<file path="src/design/dmbm_pkg.sv">
// ----------------------------------------------------------------------------
// Display mode best match: shared package
// Payload types, register indexes and reset values used across the design.
// ----------------------------------------------------------------------------
package dmbm_pkg;

  localparam int unsigned CfgIdxW = 3;
  localparam int unsigned CfgDataW = 32;

  // Configuration register indexes.
  localparam logic [CfgIdxW-1:0] RegMustHave    = 3'd0;
  localparam logic [CfgIdxW-1:0] RegMustNotHave = 3'd1;
  localparam logic [CfgIdxW-1:0] RegMinGunBits  = 3'd2;
  localparam logic [CfgIdxW-1:0] RegMinDepth    = 3'd3;
  localparam logic [CfgIdxW-1:0] RegMinWidth    = 3'd4;
  localparam logic [CfgIdxW-1:0] RegMinHeight   = 3'd5;
  localparam logic [CfgIdxW-1:0] RegReqModeId   = 3'd6;

  // Command codes.
  localparam logic CmdClear = 1'b0;
  localparam logic CmdOffer = 1'b1;

  // Reset values of the registers and of the kept state.
  localparam logic [31:0] MustHaveRst    = 32'h0000_0000;
  localparam logic [31:0] MustNotHaveRst = 32'h0000_0000;
  localparam logic [23:0] MinGunBitsRst  = 24'h04_0404;
  localparam logic [7:0]  MinDepthRst    = 8'd1;
  localparam logic [15:0] MinWidthRst    = 16'd640;
  localparam logic [15:0] MinHeightRst   = 16'd480;
  localparam logic [31:0] NoMode         = 32'hFFFF_FFFF;
  localparam logic [15:0] KeptSizeRst    = 16'hFFFF;

  typedef struct packed {
    logic        cmd;
    logic [31:0] mode_id;
    logic        unavailable;
    logic [31:0] property_flags;
    logic [7:0]  red_bits;
    logic [7:0]  green_bits;
    logic [7:0]  blue_bits;
    logic [7:0]  max_depth;
    logic [15:0] left_x;
    logic [15:0] right_x;
    logic [15:0] top_y;
    logic [15:0] bottom_y;
  } dmbm_mode_t;

  typedef struct packed {
    logic [31:0] best_id;
    logic        found;
    logic        took_this;
    logic [15:0] best_depth_out;
    logic [15:0] best_width_out;
    logic [15:0] best_height_out;
  } dmbm_result_t;

endpackage

</file>
<file path="src/design/dmbm_if.sv">
// ----------------------------------------------------------------------------
// Display mode best match: channel interfaces
// Valid/ready channels for mode beats, result beats and register writes.
// ----------------------------------------------------------------------------
interface dmbm_mode_if import dmbm_pkg::*; ();
  logic       valid;
  logic       ready;
  dmbm_mode_t data;

  modport source (output valid, output data, input ready);
  modport sink   (input valid, input data, output ready);
endinterface

interface dmbm_result_if import dmbm_pkg::*; ();
  logic         valid;
  logic         ready;
  dmbm_result_t data;

  modport source (output valid, output data, input ready);
  modport sink   (input valid, input data, output ready);
endinterface

interface dmbm_cfg_if import dmbm_pkg::*; ();
  logic                valid;
  logic                ready;
  logic [CfgIdxW-1:0]  index;
  logic [CfgDataW-1:0] wdata;

  modport source (output valid, output index, output wdata, input ready);
  modport sink   (input valid, input index, input wdata, output ready);
endinterface

</file>
<file path="src/design/display_mode_best_match_top.sv">
// ----------------------------------------------------------------------------
// Display mode best match: top level
// Filters offered display modes and keeps the smallest one meeting the limits.
// ----------------------------------------------------------------------------
// Path: a mode beat passes through the input register, then the filter and compare
// into the result register, which presents its result.
// Throughput: one beat per cycle unless the result sink stalls; the kept-best
// registers close their update loop as each beat advances, which sets that rate.
// Reset: registers take their documented defaults and the kept best is cleared
// to the no-mode marker; both pipeline stages come up empty.
// ----------------------------------------------------------------------------
module display_mode_best_match_top import dmbm_pkg::*; (
  input  logic             clk_i,
  input  logic             rst_ni,
  dmbm_cfg_if.sink         cfg_i,
  dmbm_mode_if.sink        mode_i,
  dmbm_result_if.source    result_o
);

  // Configuration registers. The port never stalls.
  logic [31:0] must_have_q;
  logic [31:0] must_not_have_q;
  logic [23:0] min_gun_bits_q;
  logic [7:0]  min_depth_q;
  logic [15:0] min_width_q;
  logic [15:0] min_height_q;
  logic [31:0] req_mode_id_q;

  assign cfg_i.ready = 1'b1;

  always_ff @(posedge clk_i or negedge rst_ni) begin
    if (!rst_ni) begin
      must_have_q     <= MustHaveRst;
      must_not_have_q <= MustNotHaveRst;
      min_gun_bits_q  <= MinGunBitsRst;
      min_depth_q     <= MinDepthRst;
      min_width_q     <= MinWidthRst;
      min_height_q    <= MinHeightRst;
      req_mode_id_q   <= NoMode;
    end else if (cfg_i.valid) begin
      case (cfg_i.index)
        RegMustHave:    must_have_q     <= cfg_i.wdata;
        RegMustNotHave: must_not_have_q <= cfg_i.wdata;
        RegMinGunBits:  min_gun_bits_q  <= cfg_i.wdata[23:0];
        RegMinDepth:    min_depth_q     <= cfg_i.wdata[7:0];
        RegMinWidth:    min_width_q     <= cfg_i.wdata[15:0];
        RegMinHeight:   min_height_q    <= cfg_i.wdata[15:0];
        RegReqModeId:   req_mode_id_q   <= cfg_i.wdata;
        default: begin
        end
      endcase
    end
  end

  // Stage one holds the accepted beat. It moves on whenever the result
  // register is empty or being drained, so the input takes a new beat every
  // cycle unless the output side stalls.
  logic       s1_valid_q;
  dmbm_mode_t s1_q;
  logic       out_valid_q;
  logic       advance;

  assign advance      = s1_valid_q && (!out_valid_q || result_o.ready);
  assign mode_i.ready = !s1_valid_q || advance;

  always_ff @(posedge clk_i or negedge rst_ni) begin
    if (!rst_ni) begin
      s1_valid_q <= 1'b0;
    end else if (mode_i.ready) begin
      s1_valid_q <= mode_i.valid;
    end
  end

  always_ff @(posedge clk_i) begin
    if (mode_i.valid && mode_i.ready) begin
      s1_q <= mode_i.data;
    end
  end

  // Filter and size compare on the staged beat. The kept best is updated in
  // the same cycle the beat moves into the result register, so the next beat
  // in stage one always compares against an up-to-date best.
  logic [31:0] kept_id_q;
  logic [15:0] kept_depth_q;
  logic [15:0] kept_width_q;
  logic [15:0] kept_height_q;

  logic [31:0] forbid;
  logic [15:0] width;
  logic [15:0] height;
  logic [15:0] depth;
  logic        id_ok;
  logic        flags_ok;
  logic        guns_ok;
  logic        mins_ok;
  logic        acceptable;
  logic        no_larger;
  logic        smaller;
  logic        take;

  always_comb begin
    forbid = must_not_have_q & ~must_have_q;
    width  = s1_q.right_x - s1_q.left_x + 16'd1;
    height = s1_q.bottom_y - s1_q.top_y + 16'd1;
    depth  = {8'd0, s1_q.max_depth};

    // The all-ones ID marks "no mode" and can never be kept.
    id_ok = (s1_q.mode_id != NoMode)
         && ((req_mode_id_q == NoMode) || (req_mode_id_q == s1_q.mode_id));
    flags_ok = ((s1_q.property_flags & forbid) == 32'd0)
            && ((s1_q.property_flags & must_have_q) == must_have_q);
    guns_ok = (s1_q.red_bits   >= min_gun_bits_q[23:16])
           && (s1_q.green_bits >= min_gun_bits_q[15:8])
           && (s1_q.blue_bits  >= min_gun_bits_q[7:0]);
    mins_ok = (s1_q.max_depth >= min_depth_q)
           && (width >= min_width_q)
           && (height >= min_height_q);
    acceptable = id_ok && !s1_q.unavailable && flags_ok && guns_ok && mins_ok;

    // A mode equal in all three sizes does not replace the kept one.
    no_larger = (depth <= kept_depth_q) && (width <= kept_width_q)
             && (height <= kept_height_q);
    smaller   = (depth < kept_depth_q) || (width < kept_width_q)
             || (height < kept_height_q);
    take = (s1_q.cmd == CmdOffer) && acceptable && no_larger && smaller;
  end

  logic [31:0] kept_id_d;
  logic [15:0] kept_depth_d;
  logic [15:0] kept_width_d;
  logic [15:0] kept_height_d;

  always_comb begin
    kept_id_d     = kept_id_q;
    kept_depth_d  = kept_depth_q;
    kept_width_d  = kept_width_q;
    kept_height_d = kept_height_q;
    if (s1_q.cmd == CmdClear) begin
      kept_id_d     = NoMode;
      kept_depth_d  = KeptSizeRst;
      kept_width_d  = KeptSizeRst;
      kept_height_d = KeptSizeRst;
    end else if (take) begin
      kept_id_d     = s1_q.mode_id;
      kept_depth_d  = depth;
      kept_width_d  = width;
      kept_height_d = height;
    end
  end

  always_ff @(posedge clk_i or negedge rst_ni) begin
    if (!rst_ni) begin
      kept_id_q     <= NoMode;
      kept_depth_q  <= KeptSizeRst;
      kept_width_q  <= KeptSizeRst;
      kept_height_q <= KeptSizeRst;
    end else if (advance) begin
      kept_id_q     <= kept_id_d;
      kept_depth_q  <= kept_depth_d;
      kept_width_q  <= kept_width_d;
      kept_height_q <= kept_height_d;
    end
  end

  // Result register: holds the beat until the sink takes it.
  dmbm_result_t out_q;

  always_ff @(posedge clk_i or negedge rst_ni) begin
    if (!rst_ni) begin
      out_valid_q <= 1'b0;
    end else if (!out_valid_q || result_o.ready) begin
      out_valid_q <= s1_valid_q;
    end
  end

  always_ff @(posedge clk_i) begin
    if (advance) begin
      out_q.best_id         <= kept_id_d;
      out_q.found           <= (kept_id_d != NoMode);
      out_q.took_this       <= take;
      out_q.best_depth_out  <= kept_depth_d;
      out_q.best_width_out  <= kept_width_d;
      out_q.best_height_out <= kept_height_d;
    end
  end

  assign result_o.valid = out_valid_q;
  assign result_o.data  = out_q;

endmodule
</file>
<file path="src/flat_wrapper.sv">
// flat-port wrapper written by rule: the top's interface ports become plain ports
module display_mode_best_match_top_flat import dmbm_pkg::*;
  (clk_i, rst_ni, cfg_i_valid, cfg_i_index, cfg_i_wdata, cfg_i_ready, mode_i_valid, mode_i_data, mode_i_ready, result_o_valid, result_o_data, result_o_ready);
  dmbm_cfg_if cfg_i_i ();
  dmbm_mode_if mode_i_i ();
  dmbm_result_if result_o_i ();
  input  logic clk_i;
  input  logic rst_ni;
  input wire logic [$bits(cfg_i_i.valid)-1:0] cfg_i_valid;
  input wire logic [$bits(cfg_i_i.index)-1:0] cfg_i_index;
  input wire logic [$bits(cfg_i_i.wdata)-1:0] cfg_i_wdata;
  output wire logic [$bits(cfg_i_i.ready)-1:0] cfg_i_ready;
  input wire logic [$bits(mode_i_i.valid)-1:0] mode_i_valid;
  input wire logic [$bits(mode_i_i.data)-1:0] mode_i_data;
  output wire logic [$bits(mode_i_i.ready)-1:0] mode_i_ready;
  output wire logic [$bits(result_o_i.valid)-1:0] result_o_valid;
  output wire logic [$bits(result_o_i.data)-1:0] result_o_data;
  input wire logic [$bits(result_o_i.ready)-1:0] result_o_ready;
  assign cfg_i_i.valid = cfg_i_valid;
  assign cfg_i_i.index = cfg_i_index;
  assign cfg_i_i.wdata = cfg_i_wdata;
  assign cfg_i_ready = cfg_i_i.ready;
  assign mode_i_i.valid = mode_i_valid;
  assign mode_i_i.data = mode_i_data;
  assign mode_i_ready = mode_i_i.ready;
  assign result_o_valid = result_o_i.valid;
  assign result_o_data = result_o_i.data;
  assign result_o_i.ready = result_o_ready;
  display_mode_best_match_top u_core (.clk_i(clk_i), .rst_ni(rst_ni), .cfg_i(cfg_i_i), .mode_i(mode_i_i), .result_o(result_o_i));
endmodule
</file>
<file path="config.mk">
export PLATFORM = sky130hd
export DESIGN_NAME = display_mode_best_match_top_flat
export DESIGN_NICKNAME = d
export VERILOG_FILES = /design/src/design/dmbm_pkg.sv /design/src/design/dmbm_if.sv /design/src/design/display_mode_best_match_top.sv /design/src/flat_wrapper.sv
export SDC_FILE = /design/constraint.sdc
export NUM_CORES = 1
export LEC_CHECK = 0
export ABC_AREA = 1
export ABC_CLOCK_PERIOD_IN_PS = 5700
export BUFFER_PORTS_ARGS = -buffer_cell sky130_fd_sc_hd__buf_2
export CAP_MARGIN = 20
export CORE_ASPECT_RATIO = 1.75
export CORE_MARGIN = 2
export CORE_UTILIZATION = 55
export DETAILED_ROUTE_END_ITERATION = 8
export GPL_TIMING_DRIVEN = 0
export MAX_ROUTING_LAYER = met4
export PLACE_DENSITY = 0.87
export SYNTH_ARGS = -nofsm -noshare
export SYNTH_HDL_FRONTEND = slang
export SYNTH_SLANG_ARGS = --single-unit
</file>
<file path="constraint.sdc">
create_clock -name clk_i -period 5.7 [get_ports clk_i]
set_clock_uncertainty 0.15 [all_clocks]
set_input_delay 0.855 -clock clk_i [delete_from_list [all_inputs] [get_ports clk_i]]
set_output_delay 0.855 -clock clk_i [all_outputs]
set_load 0.01 [all_outputs]
</file>
# Word level (Yosys, flattened, before mapping)
# Cells that the tools add are included.
[word_totals]
reg_bits = 486
[classes]
magnitude_cmp = 12
n_mux = 8
n_eq_ne = 11
n_reduce_logical = 34
bitwise_logic = 4
n_addsub = 4
[op_table]
columns = ["op", "n"]
rows = [
  ["bitwise AND 32 bit", 3],
  ["2-to-1 mux 16 bit", 6],
  ["== test 32 bit", 2],
  ["2-to-1 mux 32 bit", 2],
  ["inequality test 32 bit (second input constant)", 2],
  ["adder 16 x 1 -> 16 bit (second input constant)", 2],
  ["== test 32 bit (second input constant)", 1],
  ["greater-or-equal comparator 16 bit", 2],
  ["greater-or-equal comparator 8 bit", 4],
  ["less-or-equal comparator 16 bit", 2],
  ["logical NOT 32 bit", 1],
  ["< comparator 16 bit", 2],
  ["inverter 32 bit", 1],
  ["subtractor 16 bit", 2],
  ["logical AND 1 bit", 17],
  ["less-or-equal comparator 8 x 16 -> 1 bit", 1],
  ["< comparator 8 x 16 -> 1 bit", 1],
  ["AND reduction 2 bit", 7],
  ["== test 3 bit (second input constant)", 3],
  ["== test 3 x 2 -> 1 bit (second input constant)", 2],
  ["logical OR 1 bit", 5],
  ["== test 3 x 1 -> 1 bit (second input constant)", 1],
  ["logical NOT 1 bit", 3],
  ["logical NOT 3 bit", 1],
]

# Logic depth before layout (Yosys ltp)
[logic_depth]
depth_word = 14
mapped_depth = 34
depth_no_buf = 32

# Worst setup path after synthesis
# No wires, ideal clock.
[synth_timing]
path_kind = "in2reg"
start = "input port result_o_ready"
end = "register u_core.s1_q, in the netlist u_core.depth[0] (enable)"
t_required_ps = 5035
arrival_time_ps = 4263
path_buffers = 0
path_slack_ps = 773
path_stages = 4
path_cell_list = "inv_1 -> nand3_1 -> nand2_1 -> inv_1"
[synth_between]
elab_chain_len = 4
[synth_lines]
columns = ["item", "line_no", "text"]
rows = [
  ["start: declaration", "flat_wrapper.sv:18", "input wire logic [$bits(result_o_i.ready)-1:0] result_o_ready;"],
  ["logical OR 1 bit", "display_mode_best_match_top.sv:63", "assign advance = s1_valid_q && (!out_valid_q || result_o.ready);"],
  ["logical AND 1 bit", "display_mode_best_match_top.sv:63", ""],
  ["logical OR 1 bit", "display_mode_best_match_top.sv:64", "assign mode_i.ready = !s1_valid_q || advance;"],
  ["via mode_i_ready", "flat_wrapper.sv:15", "output wire logic [$bits(mode_i_i.ready)-1:0] mode_i_ready;"],
  ["logical AND 1 bit", "display_mode_best_match_top.sv:75", "if (mode_i.valid && mode_i.ready) begin"],
  ["end signal: assignment", "display_mode_best_match_top.sv:76", "s1_q <= mode_i.data;"],
  ["end: declaration", "display_mode_best_match_top.sv:59", "dmbm_mode_t s1_q;"],
]
# The timed path passes the listed nets, and every way through them passes these cells.
# A chain may end at the register's enable or synchronous reset.

# Worst setup path after layout
[layout_timing]
start = "register u_core.s1_q[49] (netlist name)"
end = "register u_core.out_q, in the netlist u_core.result_o.data[49] (data pin)"
[layout_between]
elab_chain_len = 12
elab_cells_between_ends = 18
classes_between = "2 x add/sub; 3 x order compare; 1 x eq/ne; 2 x mux; 10 x reduce/logical"
[layout_lines]
columns = ["item", "line_no", "text"]
rows = [
  ["subtractor 16 bit *", "display_mode_best_match_top.sv:103", "width = s1_q.right_x - s1_q.left_x + 16'd1;"],
  ["adder 16 x 1 -> 16 bit *", "display_mode_best_match_top.sv:103", ""],
  ["greater-or-equal comparator 16 bit", "display_mode_best_match_top.sv:116", "&& (width >= min_width_q)"],
  ["logical AND 1 bit", "display_mode_best_match_top.sv:116", ""],
  ["logical AND 1 bit", "display_mode_best_match_top.sv:117", "&& (height >= min_height_q);"],
  ["logical AND 1 bit", "display_mode_best_match_top.sv:118", "acceptable = id_ok && !s1_q.unavailable && flags_ok && guns_ok && mins_ok;"],
  ["logical AND 1 bit (2 in a row)", "display_mode_best_match_top.sv:125", "take = (s1_q.cmd == CmdOffer) && acceptable && no_larger && smaller;"],
  ["logical AND 1 bit *", "display_mode_best_match_top.sv:125", ""],
  ["2-to-1 mux 32 bit *", "display_mode_best_match_top.sv:143", "end else if (take) begin"],
  ["2-to-1 mux 32 bit *", "display_mode_best_match_top.sv:138", "if (s1_q.cmd == CmdClear) begin"],
  ["via u_core.kept_id_d[17]", "display_mode_best_match_top.sv:128", "logic [31:0] kept_id_d;"],
  ["inequality test 32 bit *", "display_mode_best_match_top.sv:179", "out_q.found <= (kept_id_d != NoMode);"],
  ["end: declaration", "display_mode_best_match_top.sv:166", "dmbm_result_t out_q;"],
]
# The timed path passes the listed nets; every way through them passes the cells marked *.

==> impl_metrics.tcl <==
set metrics [dict create \
    startpoint_type "flop" \
    placed_area_um2 25900 \
    violations "design-rule violations" \
    crit_type "reg2reg" \
    h-tree-depth 2 \
    synth_nets 2793 \
    area_growth_pct 16.1 \
    syn_area_per_cell_um2 9.73 \
    antenna_found_initial 1 \
    synth_commonest_cells "nand2_1 (690), inv_1 (299), edfxtp_1 (244)" \
    initial_core_util_pct 55.7 \
    placementRows 100 \
    via_count 18800 \
    post-route-min-period_ns 5.46 \
    synth_sequential_area_ratio_pct 57.3 \
    dp_hpwl_mm 49.4 \
    critical-path-slowest-cell "fa_1" \
    tritoncts "yes" \
    postSynth.asyncResetShare_pct 49.8 \
    synth_edf_count 244 \
    hold_viol 0 \
    yosys_register_bits 486 \
    cts_root_buf "clkbuf_16" \
    drt_iter0_drc 1455 \
    synthTopCellsByArea "edfxtp_1 (31%), dfstp_2 (14%), dfrtp_1 (13%)" \
    hp-class "in2async" \
    drv_cap 0 \
    crit_path_frequent_cell "nand2_1" \
    outcome "finished, violations left" \
    die_h_um 278 \
    core_region_area_um2 42400 \
    cts.sink_count 486 \
    synth.top_cell.area_share_pct 31.0 \
    synthesis.area_um2 23600 \
    drcViolationCount 2 \
    port_buffers 285 \
    post-route-period-util_pct 95.7 \
    grt_pass1_wl_mm 101 \
    cpPeakStageDelay_ns 0.40 \
    setup_viol 0 \
    clk_path_buf_depth 3 \
    grt-ovfl-total 0 \
    slew_headroom_pct 35.9 \
    ant_nets 0 \
    clk_pin_slew_ns 0.07 \
    finalInstanceArea_um2 27400 \
    dr.pass1.iters 9 \
    synth_cell_types 44 \
    cts_hold_buf 0 \
    wl_mm 65.4 \
    yosysTopAreaCell "edfxtp_1" \
    die_area_um2 44700 \
    cellPowerDensity_nw_per_um2 393 \
    yosys_warnings 0 \
    nets 3130 \
    die_w_um 161 \
    via_per_inst 5.58 \
    peakVddDrop_v 0.000279 \
    cts_buffers 45 \
    synthFlopType "edfxtp_1" \
    synth_cells 2427 \
    gp_congestion 0.933 \
    grt_pass1_vias 19300 \
    drv_slew 0 \
    cp.required_ns 5.89 \
    grt_start_max_net_pins 130 \
    cp.arrival_ns 5.65 \
    synth.most_common_cell "nand2_1" \
    wire_per_inst_um 19.4 \
    grtUsageTotal_pct 30.0 \
    worstSkewPairLatency_ns 0.59 \
    cp_max_fo 10 \
    fmax_mhz 183 \
    p_leak_uw 0.0128 \
    crit_path_end_kind "flop" \
    hold_slack_ns 0.201 \
    worst_pin_slew_ns 0.962 \
    drive_above_1_share_pct 19.3 \
    pin_count 287 \
]
kinds of logic (layout without fill, tap and decap cells):
kind of cell | after synthesis | in the layout | share of synthesized area [%]
and+or+nand+nor | 977 | 977 | 17.3
DFF | 486 | 486 | 57.3
buffers and inverters | 384 | 758 | 6.44
AOI/OAI and AO/OA | 374 | 374 | 8.69
adders and majority gates | 164 | 164 | 8.75
xor gates and xnor gates | 41 | 41 | 1.52
other | 1 | 3 | 0.0159
worst paths after layout:
kind,depth (start not counted),end,slack [ns],start
setup / recovery,29,u_core.result_o.data[49]$_DFFE_PP_,0.24,u_core.s1_q[49]$_DFFE_PP_
hold / removal,1,u_core.min_depth_q[3]$_DFFE_PN0P_,0.20,rst_ni
setup reg to reg,29,u_core.result_o.data[49]$_DFFE_PP_,0.24,u_core.s1_q[49]$_DFFE_PP_
hold reg to reg,2,u_core.kept_id_q[0]$_DFFE_PN1P_,0.32,u_core.kept_id_q[0]$_DFFE_PN1P_
max in group asynchronous,2,u_core.must_have_q[7]$_DFFE_PN0P_,4.10,rst_ni
min in group clk_i,1,u_core.s1_q[161]$_DFFE_PP_,0.29,mode_i_data[161]
where the power goes:
part / switching, µW / internal (µW) / leakage, µW
clock network: 1360 / 1690 / 0.000725
logic: 1810 / 1010 / 0.00697
registers: 345 / 4540 / 0.00508
cells in the final DEF (no fill, tap or decap), types with 4 or more instances in the layout:
cell / n
inv_2: 7
buf_1: 7
o211ai_1: 37
buf_2: 294
inv_1: 298
nand3_2: 6
clkinv_2: 10
o211ai_2: 4
xnor2_1: 22
dfstp_2: 122
o21ai_1: 8
ha_1: 162
edfxtp_1: 244
o21ai_0: 235
bufinv_16: 4
clkbuf_16: 45
nor3_1: 11
a21oi_1: 69
nand2_1: 687
clkbuf_1: 53
nor2_1: 99
nand3_1: 67
nand4_1: 69
clkinv_1: 7
or2_2: 6
buf_6: 8
dfrtp_1: 120
buf_4: 8
xor2_1: 19
nand3b_1: 15
stage by stage:
stage | total power, µW | setup TNS, ns | instances | worst slack (ns) | util (%)
after floorplan | 6710 | 0 | 2427 | 0.773 | -
after global placement | 7490 | -170.85 | 3273 | -0.575 | 60.7
after detailed placement | 7670 | -5.63 | 3277 | -0.272 | 61.0
after CTS | 10700 | 0 | 3361 | 0.0146 | 64.4
after global routing | 11400 | -0.0258 | 3363 | -0.0258 | 64.6
final | 10800 | 0 | 3364 | 0.242 | 64.6
registers in the layout (all words and copies together) (netlist names), 8 cells and up:
name / flops
u_core.kept_height_q: 16
u_core.min_width_q: 16
u_core.req_mode_id_q: 32
u_core.min_depth_q: 8
u_core.kept_depth_q: 16
u_core.kept_width_q: 16
u_core.min_height_q: 16
u_core.min_gun_bits_q: 24
u_core.s1_q: 154
u_core.depth: 8
u_core.kept_id_q: 32
u_core.must_not_have_q: 32
u_core.result_o.data: 82
u_core.must_have_q: 32
metal layers:
layer  GRT usage (%)  vias to the layer above  wire length (µm)
li1                -                     8765                 -
met1            31.2                     8849             22600
met2            52.2                      873             33300
met3            3.53                      296              3690
met4            22.1                        0              5780
met5               -                        -                 0
cell type report:
| cell class | count | area (µm²) |
|---|---|---|
| fill | 3259 | 15000 |
| sequential | 486 | 13500 |
| multi-input combinational | 1557 | 8610 |
| timing repair buffer | 290 | 1540 |
| clock buffer | 55 | 1190 |
| inverter | 306 | 1150 |
| tap | 561 | 702 |
| buffer | 78 | 392 |
| clock inverter | 29 | 282 |
| antenna | 2 | 5.00 |
timing repair:
| item | CTS | global route |
|---|---|---|
| pin swaps | 0 | 3 |
| buffers inserted | 0 | 1 |
| endpoints found under the hold margin | 0 | 0 |
| gates resized for setup | 3 | 24 |
| endpoints found under the setup margin | 92 | 86 |
critical path, delay by kind of cell (launching register included):
family                   cells  cell delay, ns
buffers and inverters        3            0.30
flip-flops                   1            0.37
adder cells (fa/ha/maj)      4            1.20
AND/OR/NAND/NOR             16            2.17
AO/OA/AOI/OAI                6            1.01
Power figures use the tool's default switching activity.
